**src/rtl/msp_pkg.sv**
```systemverilog
// Package for the MSP frame parser: parser states, event codes, result record,
// character constants and the CRC-8 (poly 0xD5) byte step. No dependencies.
package msp_pkg;

  localparam logic [7:0] CH_DOLLAR       = 8'h24;
  localparam logic [7:0] CH_M            = 8'h4D;
  localparam logic [7:0] CH_X            = 8'h58;
  localparam logic [7:0] CMD_V2_TUNNEL   = 8'hFF;
  localparam logic [7:0] MIN_TUNNEL_SIZE = 8'd6;
  localparam logic [7:0] CRC_POLY        = 8'hD5;
  localparam logic [7:0] MAX_PAYLOAD_RST = 8'd192;
  localparam logic [7:0] DIR_CHAR_RST    = 8'h3E;

  localparam int unsigned HDR_DEPTH = 7;
  localparam int unsigned HDR_AW    = $clog2(HDR_DEPTH);

  localparam logic [7:0] CFG_MAX_PAYLOAD = 8'd0;
  localparam logic [7:0] CFG_DIR_CHAR    = 8'd1;

  typedef enum logic [3:0] {
    ST_IDLE    = 4'd0,
    ST_START   = 4'd1,
    ST_M       = 4'd2,
    ST_X       = 4'd3,
    ST_HDR_V1  = 4'd4,
    ST_PAY_V1  = 4'd5,
    ST_CK_V1   = 4'd6,
    ST_HDR_V21 = 4'd7,
    ST_PAY_V21 = 4'd8,
    ST_CK_V21  = 4'd9,
    ST_HDR_V2N = 4'd10,
    ST_PAY_V2N = 4'd11,
    ST_CK_V2N  = 4'd12
  } state_e;

  typedef enum logic [2:0] {
    EV_NONE    = 3'd0,
    EV_PAYLOAD = 3'd1,
    EV_GOOD    = 3'd2,
    EV_CKSUM   = 3'd3,
    EV_SIZE    = 3'd4,
    EV_ABANDON = 3'd5
  } event_e;

  localparam logic [1:0] VER_V1  = 2'd0;
  localparam logic [1:0] VER_V21 = 2'd1;
  localparam logic [1:0] VER_V2N = 2'd2;

  typedef struct packed {
    logic        accepted;
    event_e      ev;
    logic [7:0]  pbyte;
    logic [7:0]  pidx;
    logic [1:0]  version;
    logic [15:0] command;
    logic [7:0]  flags;
    logic [7:0]  size;
  } res_t;

  function automatic logic [7:0] crc8_step(input logic [7:0] crc, input logic [7:0] b);
    logic [7:0] v;
    v = crc ^ b;
    for (int k = 0; k < 8; k++) begin
      v = v[7] ? ({v[6:0], 1'b0} ^ CRC_POLY) : {v[6:0], 1'b0};
    end
    return v;
  endfunction

endpackage

```
**src/rtl/msp_frame_parser_core.sv**
```systemverilog
// MSP frame parser, top level: configuration registers, request handshakes and
// the result register around msp_parse. Depends on msp_pkg and msp_parse.
//
// Usage:
//   Input channel (in_valid_i/in_ready_o, byte_in_i) carries one received
//   serial byte per request. Every byte yields exactly one result on the
//   output channel (out_valid_o/out_ready_i): accepted flag, event code,
//   payload byte and index, and frame version/command/flags/size on a good
//   frame or checksum error.
//   Config channel (cfg_valid_i/cfg_ready_o, cfg_index_i, cfg_data_i):
//   index 0 max_payload, index 1 direction_char; other indexes are ignored.
//   cfg_ready_o is always high; write only while the parser is idle.
//   Result timing: registered, valid in the cycle after input accept.
//   Throughput: one byte per cycle while results are taken; the parser step is
//   a single pass of logic from the state registers into the result register.
//   Reset: parser idle, max_payload 192, direction_char '>', no result held.
//   Stall: a held result keeps in_ready_o low until it is taken; the taking
//   cycle can accept the next byte.
module msp_frame_parser_core
  import msp_pkg::*;
(
  input  logic        clk_i,
  input  logic        rst_ni,
  input  logic        in_valid_i,
  output logic        in_ready_o,
  input  logic [7:0]  byte_in_i,
  output logic        out_valid_o,
  input  logic        out_ready_i,
  output logic        accepted_o,
  output logic [2:0]  event_res_o,
  output logic [7:0]  payload_byte_o,
  output logic [7:0]  payload_index_o,
  output logic [1:0]  frame_version_o,
  output logic [15:0] command_o,
  output logic [7:0]  frame_flags_o,
  output logic [7:0]  payload_size_o,
  input  logic        cfg_valid_i,
  output logic        cfg_ready_o,
  input  logic [7:0]  cfg_index_i,
  input  logic [7:0]  cfg_data_i
);

  logic [7:0] max_payload_q;
  logic [7:0] dir_char_q;
  logic       out_valid_q, out_valid_d;
  res_t       res_q, res_d;
  logic       in_fire;

  assign cfg_ready_o = 1'b1;
  assign in_ready_o  = !out_valid_q || out_ready_i;
  assign in_fire     = in_valid_i && in_ready_o;

  msp_parse u_parse (
    .clk_i         (clk_i),
    .rst_ni        (rst_ni),
    .step_i        (in_fire),
    .byte_i        (byte_in_i),
    .max_payload_i (max_payload_q),
    .dir_char_i    (dir_char_q),
    .res_o         (res_d)
  );

  always_ff @(posedge clk_i or negedge rst_ni) begin
    if (!rst_ni) begin
      max_payload_q <= MAX_PAYLOAD_RST;
      dir_char_q    <= DIR_CHAR_RST;
    end else if (cfg_valid_i) begin
      if (cfg_index_i == CFG_MAX_PAYLOAD) max_payload_q <= cfg_data_i;
      if (cfg_index_i == CFG_DIR_CHAR)    dir_char_q    <= cfg_data_i;
    end
  end

  always_comb begin
    out_valid_d = out_valid_q;
    if (in_fire) out_valid_d = 1'b1;
    else if (out_ready_i) out_valid_d = 1'b0;
  end

  always_ff @(posedge clk_i or negedge rst_ni) begin
    if (!rst_ni) begin
      out_valid_q <= 1'b0;
    end else begin
      out_valid_q <= out_valid_d;
    end
  end

  always_ff @(posedge clk_i) begin
    if (in_fire) res_q <= res_d;
  end

  assign out_valid_o     = out_valid_q;
  assign accepted_o      = res_q.accepted;
  assign event_res_o     = res_q.ev;
  assign payload_byte_o  = res_q.pbyte;
  assign payload_index_o = res_q.pidx;
  assign frame_version_o = res_q.version;
  assign command_o       = res_q.command;
  assign frame_flags_o   = res_q.flags;
  assign payload_size_o  = res_q.size;

endmodule

```
**src/rtl/msp_parse.sv**
```systemverilog
// MSP deframing state machine: parser state, running checksums and header store,
// plus the per-byte next-state and result logic. Depends on msp_pkg.
module msp_parse
  import msp_pkg::*;
(
  input  logic       clk_i,
  input  logic       rst_ni,
  input  logic       step_i,
  input  logic [7:0] byte_i,
  input  logic [7:0] max_payload_i,
  input  logic [7:0] dir_char_i,
  output res_t       res_o
);

  state_e      state_q, state_d;
  logic [7:0]  offset_q, offset_d;
  logic [7:0]  size_q, size_d;
  logic [1:0]  ver_q, ver_d;
  logic [15:0] cmd_q, cmd_d;
  logic [7:0]  flags_q, flags_d;
  logic [7:0]  xor_q, xor_d;
  logic [7:0]  crc_q, crc_d;
  logic [7:0]  hdr_q [HDR_DEPTH];
  logic        hdr_we;
  logic [7:0]  crc_nx;
  event_e      ev;

  assign crc_nx = crc8_step(crc_q, byte_i);

  always_comb begin
    state_d  = state_q;
    offset_d = offset_q;
    size_d   = size_q;
    ver_d    = ver_q;
    cmd_d    = cmd_q;
    flags_d  = flags_q;
    xor_d    = xor_q;
    crc_d    = crc_q;
    hdr_we   = 1'b0;
    ev       = EV_NONE;
    res_o    = '0;
    res_o.accepted = 1'b1;

    unique case (state_q)
      ST_START: begin
        if (byte_i == CH_M) state_d = ST_M;
        else if (byte_i == CH_X) state_d = ST_X;
        else begin
          state_d = ST_IDLE;
          ev      = EV_ABANDON;
        end
      end
      ST_M: begin
        if (byte_i == dir_char_i) begin
          offset_d = '0;
          xor_d    = '0;
          crc_d    = '0;
          state_d  = ST_HDR_V1;
        end else begin
          state_d = ST_IDLE;
          ev      = EV_ABANDON;
        end
      end
      ST_X: begin
        if (byte_i == dir_char_i) begin
          offset_d = '0;
          crc_d    = '0;
          ver_d    = VER_V2N;
          state_d  = ST_HDR_V2N;
        end else begin
          state_d = ST_IDLE;
          ev      = EV_ABANDON;
        end
      end
      ST_HDR_V1: begin
        hdr_we   = (offset_q < 8'(HDR_DEPTH));
        offset_d = offset_q + 8'd1;
        xor_d    = xor_q ^ byte_i;
        if (offset_q >= 8'd1) begin
          // size is header byte 0, command is the byte at hand
          if (hdr_q[0] > max_payload_i) begin
            state_d = ST_IDLE;
            ev      = EV_SIZE;
          end else if (byte_i == CMD_V2_TUNNEL) begin
            if (hdr_q[0] >= MIN_TUNNEL_SIZE) begin
              ver_d   = VER_V21;
              state_d = ST_HDR_V21;
            end else begin
              state_d = ST_IDLE;
              ev      = EV_ABANDON;
            end
          end else begin
            size_d   = hdr_q[0];
            cmd_d    = {8'd0, byte_i};
            flags_d  = '0;
            offset_d = '0;
            state_d  = (hdr_q[0] != 8'd0) ? ST_PAY_V1 : ST_CK_V1;
          end
        end
      end
      ST_PAY_V1, ST_PAY_V21, ST_PAY_V2N: begin
        ev           = EV_PAYLOAD;
        res_o.pbyte  = byte_i;
        res_o.pidx   = offset_q;
        if (state_q != ST_PAY_V2N) xor_d = xor_q ^ byte_i;
        if (state_q != ST_PAY_V1) crc_d = crc_nx;
        offset_d = offset_q + 8'd1;
        if (offset_q + 8'd1 == size_q) begin
          unique case (state_q)
            ST_PAY_V1:  state_d = ST_CK_V1;
            ST_PAY_V21: state_d = ST_CK_V21;
            default:    state_d = ST_CK_V2N;
          endcase
        end
      end
      ST_CK_V1, ST_CK_V2N: begin
        ev      = (((state_q == ST_CK_V1) ? xor_q : crc_q) == byte_i) ? EV_GOOD : EV_CKSUM;
        state_d = ST_IDLE;
      end
      ST_HDR_V21: begin
        hdr_we   = (offset_q < 8'(HDR_DEPTH));
        offset_d = offset_q + 8'd1;
        xor_d    = xor_q ^ byte_i;
        crc_d    = crc_nx;
        if (offset_q >= 8'd6) begin
          // flags at 2, command at 3..4, size at 5 and the byte at hand
          if (byte_i != 8'd0 || hdr_q[5] > max_payload_i) begin
            state_d = ST_IDLE;
            ev      = EV_SIZE;
          end else begin
            size_d   = hdr_q[5];
            cmd_d    = {hdr_q[4], hdr_q[3]};
            flags_d  = hdr_q[2];
            offset_d = '0;
            state_d  = (hdr_q[5] != 8'd0) ? ST_PAY_V21 : ST_CK_V21;
          end
        end
      end
      ST_CK_V21: begin
        xor_d = xor_q ^ byte_i;
        if (crc_q == byte_i) state_d = ST_CK_V1;
        else begin
          state_d = ST_IDLE;
          ev      = EV_CKSUM;
        end
      end
      ST_HDR_V2N: begin
        hdr_we   = (offset_q < 8'(HDR_DEPTH));
        offset_d = offset_q + 8'd1;
        crc_d    = crc_nx;
        if (offset_q >= 8'd4) begin
          // flags at 0, command at 1..2, size at 3 and the byte at hand
          if (byte_i != 8'd0 || hdr_q[3] > max_payload_i) begin
            state_d = ST_IDLE;
            ev      = EV_SIZE;
          end else begin
            size_d   = hdr_q[3];
            cmd_d    = {hdr_q[2], hdr_q[1]};
            flags_d  = hdr_q[0];
            offset_d = '0;
            state_d  = (hdr_q[3] != 8'd0) ? ST_PAY_V2N : ST_CK_V2N;
          end
        end
      end
      default: begin
        state_d = ST_IDLE;
        if (byte_i == CH_DOLLAR) begin
          ver_d   = VER_V1;
          state_d = ST_START;
        end else begin
          res_o.accepted = 1'b0;
        end
      end
    endcase

    res_o.ev = ev;
    if (ev == EV_GOOD || ev == EV_CKSUM) begin
      res_o.version = ver_q;
      res_o.command = cmd_q;
      res_o.flags   = flags_q;
      res_o.size    = size_q;
    end
  end

  always_ff @(posedge clk_i or negedge rst_ni) begin
    if (!rst_ni) begin
      state_q  <= ST_IDLE;
      offset_q <= '0;
      size_q   <= '0;
      ver_q    <= '0;
      cmd_q    <= '0;
      flags_q  <= '0;
      xor_q    <= '0;
      crc_q    <= '0;
    end else if (step_i) begin
      state_q  <= state_d;
      offset_q <= offset_d;
      size_q   <= size_d;
      ver_q    <= ver_d;
      cmd_q    <= cmd_d;
      flags_q  <= flags_d;
      xor_q    <= xor_d;
      crc_q    <= crc_d;
    end
  end

  always_ff @(posedge clk_i) begin
    if (step_i && hdr_we) begin
      hdr_q[offset_q[HDR_AW-1:0]] <= byte_i;
    end
  end

endmodule

```
**config.mk**
```make
export PLATFORM = sky130hd
export DESIGN_NAME = msp_frame_parser_core
export DESIGN_NICKNAME = d
export VERILOG_FILES = /design/src/rtl/msp_pkg.sv /design/src/rtl/msp_frame_parser_core.sv /design/src/rtl/msp_parse.sv
export SDC_FILE = /design/constraint.sdc
export NUM_CORES = 1
export LEC_CHECK = 0
export BUFFER_PORTS_ARGS = -buffer_cell sky130_fd_sc_hd__buf_4
export CORE_UTILIZATION = 40
export DETAILED_ROUTE_END_ITERATION = 8
export GPL_TIMING_DRIVEN = 0
export PLACE_DENSITY = 0.54
export SLEW_MARGIN = 20
export SYNTH_ARGS = -nofsm -noshare
export SYNTH_HDL_FRONTEND = slang
export SYNTH_SLANG_ARGS = --single-unit
```
**constraint.sdc**
```tcl
create_clock -name clk_i -period 3.9 [get_ports clk_i]
set_clock_uncertainty 0.15 [all_clocks]
set_input_delay 0.195 -clock clk_i [delete_from_list [all_inputs] [get_ports clk_i]]
set_output_delay 0.195 -clock clk_i [all_outputs]
set_load 0.02 [all_outputs]
```
==> results.json, run 1 <==
{
  "outcome": "finished clean",
  "cts.sinks": 181,
  "synth_fp_nets": 870,
  "fp.coreArea_um2": 22850,
  "yosysWarnings": 0,
  "synthCells": 812,
  "worstPathRequired_ns": 4.07,
  "syn2layout_area_growth_pct": 20.49,
  "power.density_nw_per_um2": 531.3,
  "crit_type": "input port to flip-flop",
  "synth_top_area_frac": 0.3261,
  "layout-drive-gt1-share": 0.2109,
  "ys_seq_elements": 181,
  "via_count": 6699,
  "ys.flop_type": "edfxtp_1",
  "antenna_found_initial": 0,
  "worst_slew_pin_slew_ns": 0.7972,
  "max_slew_margin": 0.4653,
  "grt_pass1_wl_um": 37630,
  "track_usage": 0.2079,
  "cap_violations": 0,
  "final_cell_mix": "102 x edfxtp_1, 89 x nand2_1, 85 x buf_4",
  "hold_viol": 0,
  "end_kind": "flip-flop",
  "wl_per_cell_um": 18.88,
  "start_util": 0.4112,
  "die_h_um": 155.3,
  "drc_errors": 0,
  "final_min_period_over_clock_period": 0.9368,
  "dieArea_um2": 24100,
  "post-cts-setup-buffers": 0,
  "clkLatencyLatePin_ns": 0.44,
  "ys_seq_area_frac": 0.5374,
  "drtIter0Drc": 351,
  "rows": 55,
  "io_buffers": 84,
  "first_global_vias": 6457,
  "async_flop_share": 0.4365,
  "synthTopCellsByArea": "edfxtp_1 33%, dfrtp_1 19%, mux2_4 4.8%, ha_1 3.9%, nand2_1 3.6%",
  "finalCriticalPeriod_ns": 3.653,
  "grt_start_max_net_pins": 80,
  "fin_setup_tns_ns": 0,
  "layout_commonest_cell": "edfxtp_1",
  "holdWs_ns": 0.04531,
  "largest_register_ffs": 48,
  "avgSynthCellArea_um2": 11.57,
  "crit_chain": "dlygate4sd3_1 > buf_4 > clkbuf_1 > or4_4 > nor2_4 > nor2_2 > a311oi_2 > o211ai_2 > nor4b_4 > buf_6 > mux2_4",
  "max_stage_delay_ns": 0.59,
  "cp.arrival_ns": 3.82,
  "synth_area_um2": 9394,
  "synth_edf_count": 102,
  "max_freq_ghz": 0.2737,
  "p_leak_nw": 4.570,
  "via_per_inst": 5.287,
  "first_pass_iters": 5,
  "dpl.hpwl_um": 17280,
  "num-nets-final": 998,
  "place_congestion": 0.8792,
  "htree_levels": 4,
  "maxSlewViolCount": 0,
  "rsz0062_at_grt": "false",
  "critPathSlowestCell": "nor4b_4",
  "numCtsBuffers": 17,
  "setup_violations": 0,
  "clk_path_buf_depth": 2,
  "cp_max_fo": 10,
  "detail-route-antenna-nets": 0,
  "cts_root_buf": "clkbuf_16",
  "io_pins": 86,
  "clkSlewWorstSetupHoldPaths_ns": 0.07,
  "drt_wl_total_um": 23920,
  "grt.overflow.total": 0,
  "critPathLaunchType": "input port",
  "hold_path_class": "input port to flip-flop",
  "die_x_um": 155.3,
  "cts_tree": "done",
  "synth.distinct_cells": 77,
  "vdd_drop_max_mv": 0.2983,
  "yosysTopAreaCell": "edfxtp_1"
}
==> critical path: cells and delay by family <==
kind            cells  cell delay, ns
simple gates        4            1.36
compound gates      2            0.68
mux                 1            0.31
buf+inv             4            1.26
==> power by group <==
| part | internal, mW | leakage (nW) | total (mW) | switching, mW |
|---|---|---|---|---|
| clock network | 0.881 | 0.287 | 1.75 | 0.869 |
| logic | 0.786 | 2.32 | 1.77 | 0.984 |
| registers | 2.30 | 1.97 | 2.49 | 0.196 |
| total | 3.96 | 4.57 | 6.01 | 2.05 |
==> cell usage after synthesis, types with 20 or more instances <==
cell type,instances
edfxtp_1,102
nand2_1,89
dfrtp_1,72
and2_1,51
o21ai_0,41
nor2_1,38
clkbuf_1,33
mux2_4,30
ha_1,29
xor2_1,28
xnor2_1,25
a21oi_1,20
==> worst paths after layout <==
path                                                start  slack, ns                             to  depth (start not counted)
setup / recovery                             byte_in_i[6]       0.25   u_parse.cmd_q[2]$_DFFE_PN0P_                         11
hold / removal                             cfg_index_i[0]       0.05   max_payload_q[0]$_DFFE_PN0P_                          3
setup reg to reg           u_parse.state_q[2]$_DFFE_PN0P_       0.25   u_parse.cmd_q[2]$_DFFE_PN0P_                          9
hold reg to reg              u_parse.ver_q[1]$_DFFE_PN0P_       0.34   u_parse.ver_q[1]$_DFFE_PN0P_                          1
max in group asynchronous                          rst_ni       2.86  u_parse.size_q[1]$_DFFE_PN0P_                          2
min in group asynchronous                          rst_ni       0.22   u_parse.crc_q[4]$_DFFE_PN0P_                          2
==> stage by stage <==
| step | cell area, µm² | total power, mW | setup slack [ns] | cells | util |
|---|---|---|---|---|---|
| after floorplan | 9398 | 3.808 | 0.5803 | 812 | - |
| after global placement | 10420 | 4.261 | -0.4089 | 1209 | 0.4561 |
| after detailed placement | 10460 | 4.277 | 0.04248 | 1211 | 0.4579 |
| after CTS | 11290 | 6.054 | 0.03872 | 1266 | 0.4941 |
| after global routing | 11320 | 6.336 | 0.05164 | 1266 | 0.4953 |
| final | 11320 | 6.013 | 0.2466 | 1267 | 0.4954 |
==> per-layer routing <==
layer  track usage  wire length, µm
met1        0.2926            11260
met2        0.3342            11360
met3       0.03370             1036
met4       0.05275              263
met5             0                0
==> final cells by class <==
cell class	count	area [µm²]
antenna	1	2.502
fill	2178	11530
multi-input combinational	572	4126
buffer	42	192.7
clock inverter	14	157.7
tap	313	391.6
sequential	181	5049
inverter	17	67.56
clock buffer	18	439.2
timing repair buffer	109	892.1
==> cells by family after synthesis <==
| kind of cell | after synthesis | synth area share |
|---|---|---|
| fa+ha+maj | 29 | 0.03863 |
| flops | 181 | 0.5374 |
| buf+inv | 59 | 0.02730 |
| simple gates | 277 | 0.1549 |
| mux | 46 | 0.06673 |
| other cells | 1 | 0.0003992 |
| xor+xnor | 53 | 0.04941 |
| compound gates | 166 | 0.1252 |
==> what timing repair did <==
item                                    CTS  global route
endpoints found under the hold margin   137             0
gates resized for setup                   0             6
endpoints found under the setup margin    0            46
hold buffers                             23             0
Power figures use the tool's default switching activity.
==> run 2: changes to the inputs <==
==> constraint.sdc (replaced) <==
create_clock -name clk_i -period 3.9 [get_ports clk_i]
set_clock_uncertainty 0.15 [all_clocks]
set_input_delay 0.39 -clock clk_i [delete_from_list [all_inputs] [get_ports clk_i]]
set_output_delay 0.39 -clock clk_i [all_outputs]
set_load 0.02 [all_outputs]
==> results.json, run 2 (synthesis results as in run 1) <==
{
  "cp.arrival_ns": 3.80,
  "max_stage_delay_ns": 0.60,
  "hold_viol": 0,
  "critPathLaunchType": "flip-flop",
  "end_kind": "flip-flop",
  "r2r_slack_ns": 0.27,
  "finalCriticalPeriod_ns": 3.632,
  "clk_path_buf_depth": 2,
  "via_count": 6645,
  "crit_chain": "clkbuf_1 > nand2b_1 > clkbuf_1 > nor2_1 > a311oi_2 > o211ai_2 > nor4b_4 > buf_6 > mux2_4",
  "final_cells": 1246,
  "timing.rr.start": "u_parse.state_q[2]$_DFFE_PN0P_",
  "final_cell_mix": "102 x edfxtp_1, 89 x nand2_1, 85 x buf_4",
  "hold_depth": 3,
  "crit_buf_inv": 3,
  "num-nets-final": 977,
  "layout-drive-gt1-share": 0.2146,
  "drc_errors": 0,
  "rows": 55,
  "max_slew_margin": 0.4570,
  "hold_start": "cfg_data_i[7]",
  "htree_levels": 4,
  "numCtsBuffers": 17,
  "cts.sinks": 181,
  "final_core_utilization": 0.4859,
  "setup_violations": 0,
  "cap_violations": 0,
  "hold_path_class": "input port to flip-flop",
  "worst_slew_pin_slew_ns": 0.8070,
  "fp.coreArea_um2": 22850,
  "dpl.cell_count": 1211,
  "track_usage": 0.2062,
  "outcome": "finished clean",
  "grt_start_max_net_pins": 80,
  "cp_common_cell": "clkbuf_1",
  "die_x_um": 155.3,
  "dpl.hpwl_um": 17280,
  "clkSlewWorstSetupHoldPaths_ns": 0.07,
  "path_delay_family": "simple AND/OR/NAND/NOR gates",
  "drtIter0Drc": 360,
  "max_freq_ghz": 0.2753,
  "p_leak_nw": 4.494,
  "hold_path_end": "max_payload_q[7]$_DFFE_PN1P_",
  "power.density_nw_per_um2": 540.9,
  "grt_pass1_wl_um": 37380,
  "place_congestion": 0.8792,
  "holdWs_ns": 0.02349,
  "r2r-end": "u_parse.cmd_q[2]$_DFFE_PN0P_",
  "setup_slack_ns": 0.2676,
  "first_pass_iters": 5,
  "io_pins": 86,
  "io_buffers": 84,
  "cts_tree": "done",
  "largest_register_ffs": 48,
  "critPathSlowestCell": "nor4b_4",
  "die_h_um": 155.3,
  "first_global_vias": 6394,
  "grt.overflow.total": 0,
  "cp_max_fo": 10,
  "post-cts-setup-buffers": 0,
  "detail-route-antenna-nets": 0,
  "drt_wl_total_um": 23760,
  "layout_commonest_cell": "edfxtp_1",
  "vdd_drop_max_mv": 0.2971,
  "rr_worst_depth": 9,
  "antenna_found_initial": 0,
  "syn2layout_area_growth_pct": 18.18,
  "place_ws_ns": -0.09978,
  "final_min_period_over_clock_period": 0.9314,
  "start_util": 0.4112,
  "dieArea_um2": 24100,
  "worstPathRequired_ns": 4.07,
  "clkLatencyLatePin_ns": 0.44,
  "maxSlewViolCount": 0,
  "cts_root_buf": "clkbuf_16",
  "wl_per_cell_um": 19.07,
  "via_per_inst": 5.333,
  "rsz0062_at_grt": "false",
  "crit_type": "flip-flop to flip-flop"
}
run 2: final cells by class:
type,instances,area (µm²)
Clock buffer,18,439.2
Timing Repair Buffer,88,681.9
Sequential cell,181,5049
Buffer,42,192.7
Multi-Input combinational cell,572,4120
Antenna cell,1,2.502
Inverter,17,67.56
Fill cell,2192,11750
Tap cell,313,391.6
Clock inverter,14,157.7
run 2: timing repair:
action,CTS,global route
resized for setup,0,5
hold buffers,1,1
endpoints found under the setup margin,0,40
endpoints found under the hold margin,1,72
run 2: worst max path at each step:
stage                                                from                             to  slack, ns  depth (start not counted)
after floorplan                   out_valid_o$_DFFE_PN0P_  u_parse.hdr_q[0][0]$_DFFE_PP_       0.58                          6
after global placement     u_parse.state_q[2]$_DFFE_PN0P_  u_parse.hdr_q[1][4]$_DFFE_PP_      -0.41                          9
after detailed placement                     byte_in_i[0]   u_parse.crc_q[5]$_DFFE_PN0P_       -0.1                          9
after CTS                  u_parse.state_q[2]$_DFFE_PN0P_  u_parse.hdr_q[3][2]$_DFFE_PP_       0.04                          9
after global routing      u_parse.offset_q[1]$_DFFE_PN0P_   u_parse.cmd_q[9]$_DFFE_PN0P_       0.05                         10
final                      u_parse.state_q[2]$_DFFE_PN0P_   u_parse.cmd_q[2]$_DFFE_PN0P_       0.27                          9
run 2: metrics by stage:
stage               setup TNS [ns]  area (µm²)  power, mW
detailed placement         -0.2376       10460      4.277
global route                     0       11100      6.319
floorplan                        0        9398      3.808
global placement            -5.907       10420      4.261
finish                           0       11100      6.005
CTS                              0       11070      6.040
run 2: worst reg2reg max path, stage by stage (launching register included):
cell and delay, ns:
dfrtp_1 0.34, clkbuf_1 0.32, nand2b_1 0.16, clkbuf_1 0.39, nor2_1 0.29, a311oi_2 0.49
o211ai_2 0.22, nor4b_4 0.60, buf_6 0.26, mux2_4 0.31
run 2: report_power, final:
group          leakage [nW]  switching [mW]  internal, mW
Clock                 0.287           0.874         0.881
Combinational          2.24           0.982         0.775
Sequential             1.97           0.197          2.30
Total                  4.49            2.05          3.95
run 2: metal layers:
metal / vias to the layer above / global-route usage / share of wire
met5: - / 0 / 0
met4: 0 / 0.05322 / 0.011
met3: 20 / 0.03343 / 0.045
met2: 177 / 0.3295 / 0.48
met1: 3245 / 0.2917 / 0.47
li1: 3203 / - / -
==> run 3: changes to the inputs <==
--- a/config.mk
+++ b/config.mk
@@ -6,6 +6,7 @@
 export NUM_CORES = 1
 export LEC_CHECK = 0
 export BUFFER_PORTS_ARGS = -buffer_cell sky130_fd_sc_hd__buf_4
+export CORE_ASPECT_RATIO = 1.2
 export CORE_UTILIZATION = 40
 export DETAILED_ROUTE_END_ITERATION = 8
 export GPL_TIMING_DRIVEN = 0
==> results.json, run 3 (synthesis results as in run 1) <==
{
  "final_cell_mix": "102 x edfxtp_1, 89 x nand2_1, 85 x buf_4",
  "crit_type": "flip-flop to flip-flop",
  "dpl.cell_count": 1212,
  "track_usage": 0.2047,
  "detail-route-antenna-nets": 0,
  "num-nets-final": 977,
  "layout-drive-gt1-share": 0.2114,
  "layout_commonest_cell": "edfxtp_1",
  "die_x_um": 141.9,
  "holdWs_ns": 0.01579,
  "end_kind": "flip-flop",
  "drt_wl_total_um": 23510,
  "worstPathRequired_ns": 3.81,
  "drc_errors": 0,
  "crit_chain": "clkbuf_1 > nand2b_1 > clkbuf_1 > nor2_1 > nor2_1 > nand2_1 > nand2_1 > a2111o_1 > nor2_1",
  "grt.overflow.total": 0,
  "hold_path_class": "input port to flip-flop",
  "antenna_found_initial": 0,
  "wl_per_cell_um": 18.85,
  "largest_register_ffs": 48,
  "max_freq_ghz": 0.2680,
  "maxSlewViolCount": 0,
  "dieArea_um2": 24100,
  "fillers": 2134,
  "first_global_vias": 6462,
  "antenna_cells": 0,
  "setup_violations": 0,
  "p_total_mw": 5.934,
  "first_pass_iters": 4,
  "grt_pass1_wl_um": 36930,
  "fp.coreArea_um2": 23130,
  "vdd_drop_max_mv": 0.3152,
  "worst_slew_pin_slew_ns": 0.8289,
  "power.density_nw_per_um2": 536.0,
  "place_congestion": 0.8717,
  "critPathSlowestCell": "nor2_1",
  "cp_max_fo": 10,
  "final_cells": 1247,
  "htree_levels": 4,
  "dpl.hpwl_um": 17130,
  "drtIter0Drc": 413,
  "via_per_inst": 5.318,
  "critPathLaunchType": "flip-flop",
  "max_stage_delay_ns": 0.65,
  "fin_setup_tns_ns": 0,
  "cp_common_cell": "nor2_1",
  "cts_root_buf": "clkbuf_16",
  "io_pins": 86,
  "clkLatencyLatePin_ns": 0.44,
  "outcome": "finished clean",
  "clkSlewWorstSetupHoldPaths_ns": 0.07,
  "cap_violations": 0,
  "final_min_period_over_clock_period": 0.9568,
  "syn2layout_area_growth_pct": 17.85,
  "cp.arrival_ns": 3.65,
  "clk_path_buf_depth": 2,
  "cts.sinks": 181,
  "io_buffers": 84,
  "start_util": 0.4062,
  "final_area_um2": 11070,
  "hold_viol": 0,
  "grt_start_max_net_pins": 80,
  "numCtsBuffers": 17,
  "finalCriticalPeriod_ns": 3.731,
  "via_count": 6631,
  "cts_tree": "done",
  "rsz0062_at_grt": "true",
  "placed_cell_area_um2": 10460,
  "rows": 61,
  "die_h_um": 169.9,
  "p_leak_nw": 4.487,
  "max_slew_margin": 0.4444
}
run 3: worst paths after layout:
| path | startpoint | endpoint | slack [ns] | depth (start not counted) |
|---|---|---|---|---|
| setup / recovery | u_parse.state_q[2]$_DFFE_PN0P_ | u_parse.hdr_q[5][6]$_DFFE_PP_ | 0.17 | 9 |
| hold / removal | cfg_data_i[6] | max_payload_q[6]$_DFFE_PN1P_ | 0.02 | 3 |
| setup reg to reg | u_parse.state_q[2]$_DFFE_PN0P_ | u_parse.hdr_q[5][6]$_DFFE_PP_ | 0.17 | 9 |
| hold reg to reg | u_parse.xor_q[2]$_DFFE_PN0P_ | u_parse.xor_q[2]$_DFFE_PN0P_ | 0.34 | 1 |
| max in group asynchronous | rst_ni | u_parse.state_q[2]$_DFFE_PN0P_ | 2.63 | 2 |
| min in group asynchronous | rst_ni | u_parse.cmd_q[13]$_DFFE_PN0P_ | 0.42 | 2 |
run 3: critical path, delay by kind of cell, from the launching register on:
family	cells	cell delay [ns]
DFF	1	0.38
AOI/OAI and AO/OA	1	0.46
and+or+nand+nor	6	1.91
buffers and inverters	2	0.45
run 3: through the flow:
step / util / setup slack, ns
after global routing: 0.4787 / -0.1233
final: 0.4787 / 0.1686
after floorplan: - / 0.5803
after global placement: 0.4507 / -0.3562
after CTS: 0.4772 / 0.09531
after detailed placement: 0.4522 / 0.08429
run 3: power by group:
part           leakage, nW  total [mW]  switching (mW)  internal, mW
Clock                0.280        1.68           0.827         0.848
Combinational         2.24        1.76           0.984         0.776
Sequential            1.97        2.50           0.202          2.30
run 3: what timing repair did:
action                     CTS  global route
hold buffers                 1             1
gates resized for setup      0             4
setup buffers                0             1
hold endpoints to repair     1            72
setup endpoints to repair    0            78
run 3: layer usage:
metal,GRT usage,vias up,wire length [µm]
li1,-,3189,-
met1,0.2710,3250,10700
met2,0.3345,149,11380
met3,0.03039,43,731
met4,0.08602,0,697
met5,0,-,0
run 3: final cells by class:
cell class                 instances  area (µm²)  share of cell area
buffer                            42       192.7             0.01741
timing repair buffer              88       681.9             0.06160
tap                              315       394.1             0.03560
clock inverter                    14       138.9             0.01255
inverter                          17       67.56            0.006103
clock buffer                      18       429.2             0.03877
multi-input combinational        572        4118              0.3719
sequential                       181        5049              0.4560
